## config.mk

```make
export PLATFORM = sky130hd
export DESIGN_NAME = eapi_cordic_cell
export DESIGN_NICKNAME = d
export VERILOG_FILES = /design/src/rtl/core/eapi_pkg.sv /design/src/rtl/core/eapi_cordic_cell.sv
export SDC_FILE = /design/constraint.sdc
export NUM_CORES = 1
export LEC_CHECK = 0
export ABC_CLOCK_PERIOD_IN_PS = 3280
export BUFFER_PORTS_ARGS = -buffer_cell sky130_fd_sc_hd__buf_2
export CORE_MARGIN = 4
export CORE_UTILIZATION = 51
export CTS_CLUSTER_DIAMETER = 80
export DETAILED_ROUTE_END_ITERATION = 10
export PLACE_DENSITY = 0.88
export SLEW_MARGIN = 20
export SYNTH_ARGS = -nofsm -noshare
export SYNTH_HDL_FRONTEND = slang
export SYNTH_SLANG_ARGS = --single-unit
```

## constraint.sdc

```tcl
create_clock -name clock -period 3.28 [get_ports clock]
set_input_delay 0.656 -clock clock [delete_from_list [all_inputs] [get_ports clock]]
set_output_delay 0.656 -clock clock [all_outputs]
set_load 0.01 [all_outputs]
```

## src/rtl/core/eapi_pkg.sv

```systemverilog
// Shared types, constants and arctangent table for the ellipse projection pipeline.
package eapi_pkg;

   localparam int TRIG_STAGES_DEF = 24;
   localparam int SQRT_STEPS      = 33;

   // One rotation vector of the shift-add trig chain.
   typedef struct packed {
      logic signed [33:0] x;
      logic signed [33:0] y;
      logic signed [33:0] z;
   } cordic_vec_type;

   // One digit step of the square root chain.
   typedef struct packed {
      logic [36:0] rem;
      logic [32:0] root;
      logic [65:0] rad;
   } sqrt_step_type;

   // Arctangent of 2^-idx in binary turns (2^32 is one turn).
   function automatic logic [31:0] atan_turn(input logic [4:0] idx);
      logic [31:0] val;
      begin
         case (idx)
            5'd0:    val = 32'd536870912;
            5'd1:    val = 32'd316933406;
            5'd2:    val = 32'd167458907;
            5'd3:    val = 32'd85004756;
            5'd4:    val = 32'd42667331;
            5'd5:    val = 32'd21354465;
            5'd6:    val = 32'd10679838;
            5'd7:    val = 32'd5340245;
            5'd8:    val = 32'd2670163;
            5'd9:    val = 32'd1335087;
            5'd10:   val = 32'd667544;
            5'd11:   val = 32'd333772;
            5'd12:   val = 32'd166886;
            5'd13:   val = 32'd83443;
            5'd14:   val = 32'd41722;
            5'd15:   val = 32'd20861;
            5'd16:   val = 32'd10430;
            5'd17:   val = 32'd5215;
            5'd18:   val = 32'd2608;
            5'd19:   val = 32'd1304;
            5'd20:   val = 32'd652;
            5'd21:   val = 32'd326;
            5'd22:   val = 32'd163;
            5'd23:   val = 32'd81;
            5'd24:   val = 32'd41;
            5'd25:   val = 32'd20;
            5'd26:   val = 32'd10;
            5'd27:   val = 32'd5;
            5'd28:   val = 32'd3;
            5'd29:   val = 32'd1;
            5'd30:   val = 32'd1;
            default: val = 32'd0;
         endcase
         return val;
      end
   endfunction

endpackage

```

## src/rtl/core/eapi_cordic_cell.sv

```systemverilog
// One shift-add rotation step of the trig chain, registered.
module eapi_cordic_cell #(
   parameter int IDX = 0
) (
   input  logic                    clock,
   input  logic                    en,
   input  eapi_pkg::cordic_vec_type prev_vec,
   output eapi_pkg::cordic_vec_type next_vec
);
   import eapi_pkg::*;

   cordic_vec_type     vec_ff;
   cordic_vec_type     vec_in;
   logic signed [33:0] dx;
   logic signed [33:0] dy;
   logic signed [33:0] ang;

   // Rotate toward zero residual angle
   always_comb begin
      dx  = prev_vec.y >>> IDX;
      dy  = prev_vec.x >>> IDX;
      ang = $signed({2'b00, atan_turn(5'(IDX))});
      if (!prev_vec.z[33]) begin
         vec_in.x = prev_vec.x - dx;
         vec_in.y = prev_vec.y + dy;
         vec_in.z = prev_vec.z - ang;
      end else begin
         vec_in.x = prev_vec.x + dx;
         vec_in.y = prev_vec.y - dy;
         vec_in.z = prev_vec.z + ang;
      end
   end

   // Advance when the pipeline moves
   always_ff @(posedge clock) begin
      if (en) begin
         vec_ff <= vec_in;
      end
   end

   assign next_vec = vec_ff;

endmodule

```

==> results.json <==
{
  "status": "finished, violations left",
  "violations": "negative setup slack",
  "synthCells": 997,
  "grt_usage_pct": 29.56,
  "cts_tree": "done",
  "max_stage_delay_ps": 380,
  "grt_pass1_vias": 9027,
  "coreArea_um2": 17300,
  "htreeDepth": 3,
  "diodes": 0,
  "gp_routability_congestion": 1.010,
  "drt-wirelength-per-cell_um": 19.24,
  "clockBufferDepth": 2,
  "synth.largest_area_cell": "edfxtp_1",
  "synth_top_area_share_pct": 33.59,
  "nets": 1587,
  "drv_slew": 0,
  "initial_core_util_pct": 52.21,
  "drt-total-wl_mm": 30.92,
  "synth_area_per_cell_um2": 9.057,
  "die_y_um": 141.1,
  "cp_slowest_cell": "or3_1",
  "path_class": "input pin to flip-flop",
  "synth_area_um2": 9030,
  "timing.hold.ws_ps": 478.6,
  "crit_family": "compound AO/OA/AOI/OAI gates",
  "ys_seq_area_share_pct": 33.59,
  "syn_to_final_growth_pct": 38.70,
  "hold_path.class": "input pin to flip-flop",
  "cts_sinks": 101,
  "die_x_um": 141.1,
  "min-delay-start": "prev_vec[0]",
  "worst_slack_ps": -22.75,
  "die_area_um2": 19900,
  "ctsHoldBuffers": 0,
  "via_per_inst": 5.827,
  "ys.warnings.count": 0,
  "grt_pass1_wl_mm": 47.64,
  "first_pass_iters": 5,
  "start_kind": "input pin",
  "finalSetupViolCount": 2,
  "crit_path_start": "prev_vec[68]",
  "critical_path_arrival_ps": 3390,
  "pre_cts_slack_ps": -561.7,
  "finalPower_uw": 4955,
  "ir_drop_uv": 249.4,
  "cp.buffers_inverters": 3,
  "pin_count": 206,
  "fill_cells": 1282,
  "largest_register_ffs": 101,
  "hold_violations": 0,
  "post-route-period-util_pct": 100.7,
  "tns_ps": -35.32,
  "netlist_top_cells_count": "a21oi_1 (118), ha_1 (102), edfxtp_1 (101)",
  "portBuffers": 205,
  "drc": 0,
  "synth-edff-count": 101,
  "async_flop_share_pct": 0,
  "synth_nets": 1207,
  "synth.distinct_cells": 80,
  "initialDrtViolationCount": 1066,
  "worst-path-max-fanout": 2,
  "hpwl_mm": 24.38,
  "synth.area.top_cells": "edfxtp_1 (34%), ha_1 (14%), a21oi_1 (6.5%), xnor2_1 (6.3%), nor2_1 (4.1%)",
  "slew_headroom_pct": 63.21,
  "num_vias": 9364,
  "rsz0062_at_grt": "yes",
  "regArea_um2": 3033,
  "p_leak_uw": 0.005713,
  "finalCriticalPeriod_ps": 3303,
  "crit_chain": "buf_8 > ha_4 > buf_6 > fa_2 > nor2b_4 > or3_1 > a21oi_2 > o21bai_4 > a31oi_4 > o31ai_4 > a31oi_1 > buf_4 > o41a_1 > o32ai_4 > xnor2_1",
  "ant_nets": 0,
  "rows": 48,
  "multiInputGateArea_um2": 5811,
  "cts_made_buffers": 9,
  "max-cap-violations": 0,
  "clock.fmax_ghz": 0.3028,
  "clk_pin_slew_ps": 80,
  "fin_cells": 1607,
  "place_inst": 1580,
  "synth_most_common_cell": "a21oi_1",
  "endpoint_kind": "flip-flop",
  "layout-drive-gt1-share_pct": 36.40,
  "crit_required_ps": 3370,
  "worst_pin_slew_ps": 546.9,
  "antenna_found_initial": 0,
  "grt_start_max_net_pins": 51,
  "power.density_nw_per_um2": 395.6,
  "ys.flop_type": "edfxtp_1",
  "synth-seq-cells": 101,
  "cts-root-buf": "clkbuf_16",
  "grt-ovfl-total": 0
}
worst paths after layout:
kind | end | slack (ps) | cells past startpoint
hold / removal | next_vec[0] | 480 | 1
setup / recovery | next_vec[64] | -20 | 15
cells in the final DEF (no fill, tap or decap), types with 5 or more instances in the layout:
cell       Yosys  layout
o31ai_1       10       7
clkinv_1       6       6
nor4_1         5       5
xnor2_1       65      65
nor2b_1       11       8
o211ai_1       6       6
buf_4          6     203
nor2_1        99      98
a21oi_1      118     114
inv_1         96      95
buf_2          6     202
o31ai_4        2       6
nand4_1       10      10
ha_1         102      92
o31a_1         6       6
nor3_1        23      22
o21ai_0       50      46
nand3_1       11      11
o21a_1        11      11
clkbuf_16      0       9
edfxtp_1     101     101
a21oi_2        2       6
ha_4           0       9
o21bai_1      22      22
mux2i_1       16      16
a21o_1        21      21
nand2_1       43      43
nand2b_1       8       8
o21ai_1        4       5
buf_6          2       7
what timing repair did:
item                                    CTS  global route
buffers inserted                          6             6
endpoints found under the setup margin   15            25
hold endpoints to repair                  0             0
resized for setup                        40            45
pin swaps                                15            34
layer usage:
metal  vias up  routed length (um)  track usage [%]
met5         -                   0                0
met4         0                 722            8.108
met3        57                2988            4.953
met2       534               14360            47.58
met1      4445               12850            41.30
li1       4328                   -                -
report_power, final:
part	leakage, uW	switching [uW]	total [uW]	internal (uW)
Clock	0.000152	547	1100	552
Combinational	0.00457	1190	2140	945
Sequential	0.000989	54.1	1720	1660
stage by stage:
stage	utilization, %	area, um^2
3_3_place_gp	67.32	11640
5_1_grt	72.41	12520
6_report	72.41	12520
4_1_cts	70.81	12250
3_5_place_dp	67.32	11640
2_1_floorplan	-	9030
final cells by class:
type	count	share of cell area, %
Timing Repair Buffer	416	21.47
Clock buffer	9	1.798
Clock inverter	7	0.7293
Multi-Input combinational cell	746	46.39
Inverter	103	3.147
Tap cell	225	2.248
Sequential cell	101	24.22
kinds of logic (layout without fill, tap and decap cells):
kind of cell,after synthesis,in the layout,synth area share [%]
compound gates,319,319,23.71
xor+xnor,69,69,6.693
fa+ha+maj,106,106,15.02
buf+inv,150,535,6.803
flops,101,101,33.59
mux,16,16,1.774
simple gates,236,236,12.42
Note: power is estimated with default switching activity, not from simulation.
