[config.mk]
export PLATFORM = sky130hd
export DESIGN_NAME = eapi_sqrt_cell
export DESIGN_NICKNAME = d
export VERILOG_FILES = /design/src/rtl/core/eapi_pkg.sv /design/src/rtl/core/eapi_sqrt_cell.sv
export SDC_FILE = /design/constraint.sdc
export NUM_CORES = 1
export LEC_CHECK = 0
export ABC_CLOCK_PERIOD_IN_PS = 3250
export BUFFER_PORTS_ARGS = -buffer_cell sky130_fd_sc_hd__buf_2
export CAP_MARGIN = 20
export CORE_UTILIZATION = 40
export DETAILED_ROUTE_END_ITERATION = 8
export GPL_ROUTABILITY_DRIVEN = 0
export PLACE_DENSITY = 0.69
export SYNTH_ARGS = -nofsm -noshare
export SYNTH_HDL_FRONTEND = slang
export SYNTH_SLANG_ARGS = --single-unit
[constraint.sdc]
create_clock -name clock -period 3.25 [get_ports clock]
set_input_delay 0.1625 -clock clock [delete_from_list [all_inputs] [get_ports clock]]
set_output_delay 0.1625 -clock clock [all_outputs]
set_load 0.01 [all_outputs]
[src/rtl/core/eapi_pkg.sv]
// Shared types, constants and arctangent table for the ellipse projection pipeline.
package eapi_pkg;

   localparam int TRIG_STAGES_DEF = 24;
   localparam int SQRT_STEPS      = 33;

   // One rotation vector of the shift-add trig chain.
   typedef struct packed {
      logic signed [33:0] x;
      logic signed [33:0] y;
      logic signed [33:0] z;
   } cordic_vec_type;

   // One digit step of the square root chain.
   typedef struct packed {
      logic [36:0] rem;
      logic [32:0] root;
      logic [65:0] rad;
   } sqrt_step_type;

   // Arctangent of 2^-idx in binary turns (2^32 is one turn).
   function automatic logic [31:0] atan_turn(input logic [4:0] idx);
      logic [31:0] val;
      begin
         case (idx)
            5'd0:    val = 32'd536870912;
            5'd1:    val = 32'd316933406;
            5'd2:    val = 32'd167458907;
            5'd3:    val = 32'd85004756;
            5'd4:    val = 32'd42667331;
            5'd5:    val = 32'd21354465;
            5'd6:    val = 32'd10679838;
            5'd7:    val = 32'd5340245;
            5'd8:    val = 32'd2670163;
            5'd9:    val = 32'd1335087;
            5'd10:   val = 32'd667544;
            5'd11:   val = 32'd333772;
            5'd12:   val = 32'd166886;
            5'd13:   val = 32'd83443;
            5'd14:   val = 32'd41722;
            5'd15:   val = 32'd20861;
            5'd16:   val = 32'd10430;
            5'd17:   val = 32'd5215;
            5'd18:   val = 32'd2608;
            5'd19:   val = 32'd1304;
            5'd20:   val = 32'd652;
            5'd21:   val = 32'd326;
            5'd22:   val = 32'd163;
            5'd23:   val = 32'd81;
            5'd24:   val = 32'd41;
            5'd25:   val = 32'd20;
            5'd26:   val = 32'd10;
            5'd27:   val = 32'd5;
            5'd28:   val = 32'd3;
            5'd29:   val = 32'd1;
            5'd30:   val = 32'd1;
            default: val = 32'd0;
         endcase
         return val;
      end
   endfunction

endpackage

[src/rtl/core/eapi_sqrt_cell.sv]
// One restoring digit step of the integer square root chain, registered.
module eapi_sqrt_cell (
   input  logic                   clock,
   input  logic                   en,
   input  eapi_pkg::sqrt_step_type prev_step,
   output eapi_pkg::sqrt_step_type next_step
);
   import eapi_pkg::*;

   sqrt_step_type step_ff;
   sqrt_step_type step_in;
   logic [36:0]   rem_sh;
   logic [34:0]   trial;

   // Bring down two radicand bits and try one root bit
   always_comb begin
      rem_sh       = {prev_step.rem[34:0], prev_step.rad[65:64]};
      trial        = {prev_step.root, 2'b01};
      step_in.rad  = {prev_step.rad[63:0], 2'b00};
      if (rem_sh >= {2'b00, trial}) begin
         step_in.rem  = rem_sh - {2'b00, trial};
         step_in.root = {prev_step.root[31:0], 1'b1};
      end else begin
         step_in.rem  = rem_sh;
         step_in.root = {prev_step.root[31:0], 1'b0};
      end
   end

   // Advance when the pipeline moves
   always_ff @(posedge clock) begin
      if (en) begin
         step_ff <= step_in;
      end
   end

   assign next_step = step_ff;

endmodule

==> run_results.csv, run 1 <==
group,metric,value,unit
run_status,status,"finished, final reports clean",
clock_network,htreeDepth,4,
timing,drv_slew,0,
clock_network,post-cts-setup-buffers,0,
logic_synthesis,synth_xor_area_frac,0.0360,
clock_network,cts_tree,"built",
clock_network,cts_made_buffers,17,
layout,nFillCells,1276,
setup_path,cp_top_family,"compound AO/OA/AOI/OAI gates",
logic_synthesis,synthSimpleGateAreaFrac,0.0837,
timing,tightest_slew,535,ps
logic_synthesis,syn_avg_cell_area,12.6,sq um
layout,largest_reg_flops,134,
grt,grt_pass1_wl,27600,um
route,routed_wirelength,18800,um
route,vias,5565,
hold_path,hold_path.class,"primary input to flip-flop",
logic_synthesis,synthMuxAreaShare,0.00381,
logic_synthesis,ys_warn_count,0,
clock_network,cts_root_buf,"clkbuf_16",
logic_synthesis,synth_top_family_by_area,"compound AO/OA/AOI/OAI gates",
clock_network,clkSinkCount,134,
route,routed_via_density,4.91,
logic_synthesis,synthTopCellsByArea,"edfxtp_1, ha_1, a21oi_1, a21o_1, inv_1",
power,p_per_area,520,mW/mm^2
route,firstDrtPassIters,4,
timing,hold_ws,41.0,ps
logic_synthesis,synthFlopType,"edfxtp_1",
floorplan,die-width,130,um
hold_path,min_delay_worst_endpoint,"next_step[132]",
setup_path,worst-path-buf-inv,4,
setup_path,endpoint_kind,"flip-flop",
power,p_total,0.00506,W
floorplan,die_h,130,um
grt,grt_overflow_total,0,
floorplan,fp.coreArea,0.0159,sq mm
floorplan,rows,46,
route,drc,0,
timing,rsz0062_at_grt,"no",
logic_synthesis,ys_seq_area_frac,0.613,
placement,port_buffers,269,
floorplan,start_util,0.412,
setup_path,start_kind,"primary input",
clock_network,clk_pin_slew,60,ps
placement,dp.cells,1001,
timing,setup_violations,0,
grt,grt_antenna_before_repair,3,
timing,period_needed,3010,ps
timing,period_share,0.925,
route,ant_nets,0,
logic_synthesis,synth_top_area_cell,"edfxtp_1",
setup_path,cp.arrival,3170,ps
logic_synthesis,synth-seq-cells,134,
setup_path,path_cells,"dlygate4sd3_1 > buf_2 > inv_1 > ha_1 > a21oi_1 > o21ai_1 > o311ai_1 > nor2_2 > a211oi_4 > buf_4 > nor2_1 > mux2_4",
clock_network,clockBufferDepth,2,
layout,finalNetCount,1073,
route,wire_per_inst,16.6,um
grt,grt.total_usage,0.222,
logic_synthesis,async_reset_ff_frac,0,
timing,hold_violations,0,
hold_path,holdPathStages,3,
setup_path,worstPathMaxFanout,18,
grt,grt_pass1_vias,5498,
power,vdd_drop_max,0.000354,V
logic_synthesis,syn_inst,520,
layout,final_cells,1133,
layout,post-route-util,0.610,
route,drt_iter0_drc,346,
timing,timing.fmax,333,MHz
placement,hpwl,13000,um
grt,grt_max_degree,83,
logic_synthesis,synth_compound_area_frac,0.158,
logic_synthesis,ys_types,55,
setup_path,crit_type,"primary input to flip-flop",
setup_path,critPathRequiredTime,3420,ps
layout,drive_gt1_frac,0.355,
timing,setup_tns,0,ps
floorplan,dieArea,0.0169,sq mm
logic_synthesis,synth_commonest_cells,"edfxtp_1, a21oi_1, inv_1",
layout,syn_to_final_growth,48.2,%
setup_path,crit_slowest_cell,"dlygate4sd3_1",
logic_synthesis,mappedNetlistArea,0.00656,sq mm
logic_synthesis,yosys.area_share.adder,0.0667,
timing,slew_headroom,0.644,
logic_synthesis,synth_top_area_frac,0.613,
power,p_leak,4.36,nW
floorplan,io_pins,274,
hold_path,holdCritStartpoint,"prev_step[130]",
setup_path,cpPeakStageDelay,540,ps
run,cap_violations,0,
logic_synthesis,synth_edf_count,134,
logic_synthesis,synth_most_common_cell,"edfxtp_1",
-- layout by cell type, fill, tap and decap left out, types with 13 or more instances in the layout --
master / n
buf_2: 268
edfxtp_1: 134
dlygate4sd3_1: 96
a21oi_1: 50
inv_1: 40
nand2_1: 38
ha_1: 35
nor2_1: 29
a21o_1: 24
o21ai_0: 23
clkbuf_16: 17
xor2_1: 14
xnor2_1: 13
-- where the power goes --
group          internal, W  switching [W]  total [W]
sequential         0.00212      0.0000438    0.00216
clock              0.00108       0.000810    0.00189
combinational     0.000464       0.000550    0.00101
-- logic make-up (layout without fill, tap and decap cells) --
group | count (synthesis) | after routing
DFF | 134 | 134
and+or+nand+nor | 115 | 115
muxes | 2 | 2
adders and majority gates | 35 | 35
xor gates and xnor gates | 27 | 27
other | 1 | 6
buffers and inverters | 56 | 448
AOI/OAI and AO/OA | 150 | 150
-- what timing repair did --
item	CTS	global route
hold endpoints to repair	96	0
gates resized for setup	0	0
hold buffers	96	0
-- worst max path at each step --
stage | startpoint | end | slack (ps) | cells after the start
finish | prev_step[88] | next_step[135] | 240 | 12
global route | prev_step[78] | next_step[101] | 40 | 14
CTS | prev_step[84] | next_step[135] | 260 | 13
detailed placement | prev_step[84] | next_step[135] | 340 | 12
global placement | prev_step[86] | next_step[135] | 400 | 12
floorplan | prev_step[77] | next_step[135] | 700 | 9
-- routing by layer --
metal  part of all wire  global-route usage  vias to the layer above
li1                   -                   -                     2733
met1               0.37               0.229                     2593
met2               0.53               0.415                      211
met3              0.077              0.0656                       28
met4              0.020              0.0923                        0
met5                  0                   0                        -
-- metrics by stage --
| step | setup slack [ps] | instance area, sq um |
|---|---|---|
| 3_3_place_gp | 397 | 8180 |
| 3_5_place_dp | 341 | 8180 |
| 4_1_cts | 258 | 9710 |
| 2_1_floorplan | 695 | 6570 |
| 5_1_grt | 38.2 | 9720 |
| 6_report | 243 | 9720 |
-- worst min-delay path, delay by kind of cell --
family                 cells  cell delay [ps]
AOI/OAI and AO/OA          1               40
and+or+nand+nor            1               60
buffers and inverters      1              100
-- final cells by class --
type	count	area, sq um	share of cell area
antenna	4	10.0	0.00103
clock buffer	18	429	0.0441
clock inverter	14	144	0.0148
inverter	41	154	0.0158
multi-input combinational	331	2290	0.236
sequential	134	4020	0.414
tap	216	270	0.0278
timing repair buffer	375	2400	0.247
Power figures use the tool's default switching activity.
==> run 2, diff against run 1 <==
- ABC_CLOCK_PERIOD_IN_PS: 3250 -> 2500
- PLACE_DENSITY: 0.69 -> 0.71
- clock period: 3.25 -> 2.5 ns (I/O delays scaled with it)
==> run_results.csv, run 2 (synthesized netlist as in run 1, its figures left out) <==
group,metric,value,unit
timing,period_share,0.955,
floorplan,rows,46,
run_status,status,"complete, but fails checks",
route,wire_per_inst,16.7,um
floorplan,die_h,130,um
clock_network,clockBufferDepth,2,
route,routed_via_density,4.93,
timing,setup_violations,0,
layout,final_cell_mix,"buf_2, edfxtp_1, dlygate4sd3_1",
timing,hold_ws,-0.142,ps
timing,drv_slew,0,
route,firstDrtPassIters,5,
grt,use_met3,0.0783,
grt,grt_antenna_before_repair,4,
grt,grt_pass1_wl,30500,um
run_status,violations,"hold timing",
timing,rsz0062_at_grt,"no",
grt,grt.total_usage,0.242,
floorplan,fp.coreArea,0.0159,sq mm
power,p_leak,4.85,nW
setup_path,worstPathMaxFanout,4,
layout,syn_to_final_growth,60.8,%
floorplan,start_util,0.412,
clock_network,post-cts-setup-buffers,0,
layout,largest_reg_flops,134,
run,cap_violations,0,
clock_network,cts_tree,"built",
floorplan,io_pins,274,
route,drc,0,
route,drt_iter0_drc,280,
route,routed_wirelength,20400,um
grt,gr-usage-met1,0.248,
setup_path,start_kind,"primary input",
placement,dp.cells,1083,
layout,final_cells,1221,
timing,period_needed,2390,ps
power,p_per_area,663,mW/mm^2
hold_path,hold_path.class,"primary input to flip-flop",
placement,port_buffers,269,
route,vias,6025,
grt,grt_use_met2,0.431,
setup_path,cp.arrival,2560,ps
setup_path,endpoint_kind,"flip-flop",
power,vdd_drop_max,0.000457,V
route,ant_nets,0,
grt,grt_max_degree,53,
layout,layout.cells.most_common,"buf_2",
clock_network,cts_root_buf,"clkbuf_16",
clock_network,htreeDepth,4,
timing,timing.fmax,419,MHz
setup_path,critPathRequiredTime,2670,ps
grt,grt_overflow_total,0,
grt,gr-max-usage-layer,"met2",
layout,drive_gt1_frac,0.415,
grt,grt_pass1_vias,6121,
layout,finalNetCount,1162,
setup_path,crit_type,"primary input to flip-flop",
timing,hold_violations,1,
clock_network,clk_pin_slew,60,ps
floorplan,die-width,130,um
placement,hpwl,13800,um
floorplan,dieArea,0.0169,sq mm
clock_network,clkSinkCount,134,
clock_network,cts_made_buffers,17,
## run 2: cell count changes in the layout (fill, tap and decap cells not counted), sizes merged
cell,before,now
buf,279,361
bufinv,1,3
clkbuf,18,17
clkinv,3,2
clkinvlp,4,2
dlygate4sd3,96,102
dlymetal6s4s,0,1
inv,47,48
## run 2: critical path: stages
cell and delay [ps]:
dlygate4sd3_1 550, buf_2 150, ha_4 220, buf_4 150, a21o_1 180, a221oi_1 240
nand2_1 100, a21o_1 200, a2111oi_4 320, mux2_4 320
## run 2: worst paths after layout
kind | start | end | cells past startpoint
max | prev_step[122] | next_step[135] | 10
min | prev_step[111] | next_step[113] | 3
## run 2: cell type report
cell class              instances  area, sq um
clock buffers                  17          425
repair buffers                464         3110
well taps                     216          270
clock inverters                14          189
diodes                          4         10.0
inverters                      41          156
multi-input cells             331         2370
flip-flops and latches        134         4020
fillers                      1199         5390
## run 2: metrics by stage
step	power (W)	utilization	instance area, sq um	worst slack [ps]	setup TNS (ps)
final	0.00700	0.662	10600	113	0
after global routing	0.00729	0.662	10600	0.773	0
after CTS	0.00696	0.656	10500	8.00	0
after detailed placement	0.00420	0.552	8810	-134	-1520
after global placement	0.00418	0.552	8810	-81.0	-342
after floorplan	0.00353	-	6570	44.7	0
## run 2: where the power goes
part	internal, W	total, W	switching (W)
clock network	0.00160	0.00265	0.00106
registers	0.00275	0.00281	0.0000639
logic	0.000757	0.00153	0.000775
total	0.00510	0.00700	0.00190
## run 2: repair_timing
item / in CTS / in global routing
hold buffers: 103 / 0
endpoints found under the hold margin: 103 / 0
resized for setup: 0 / 18
setup endpoints to repair: 0 / 31
## run 2: routing by layer
layer	vias up	part of all wire
li1	2896	-
met1	2802	0.36
met5	-	0
met4	0	0.042
met3	66	0.084
met2	261	0.51
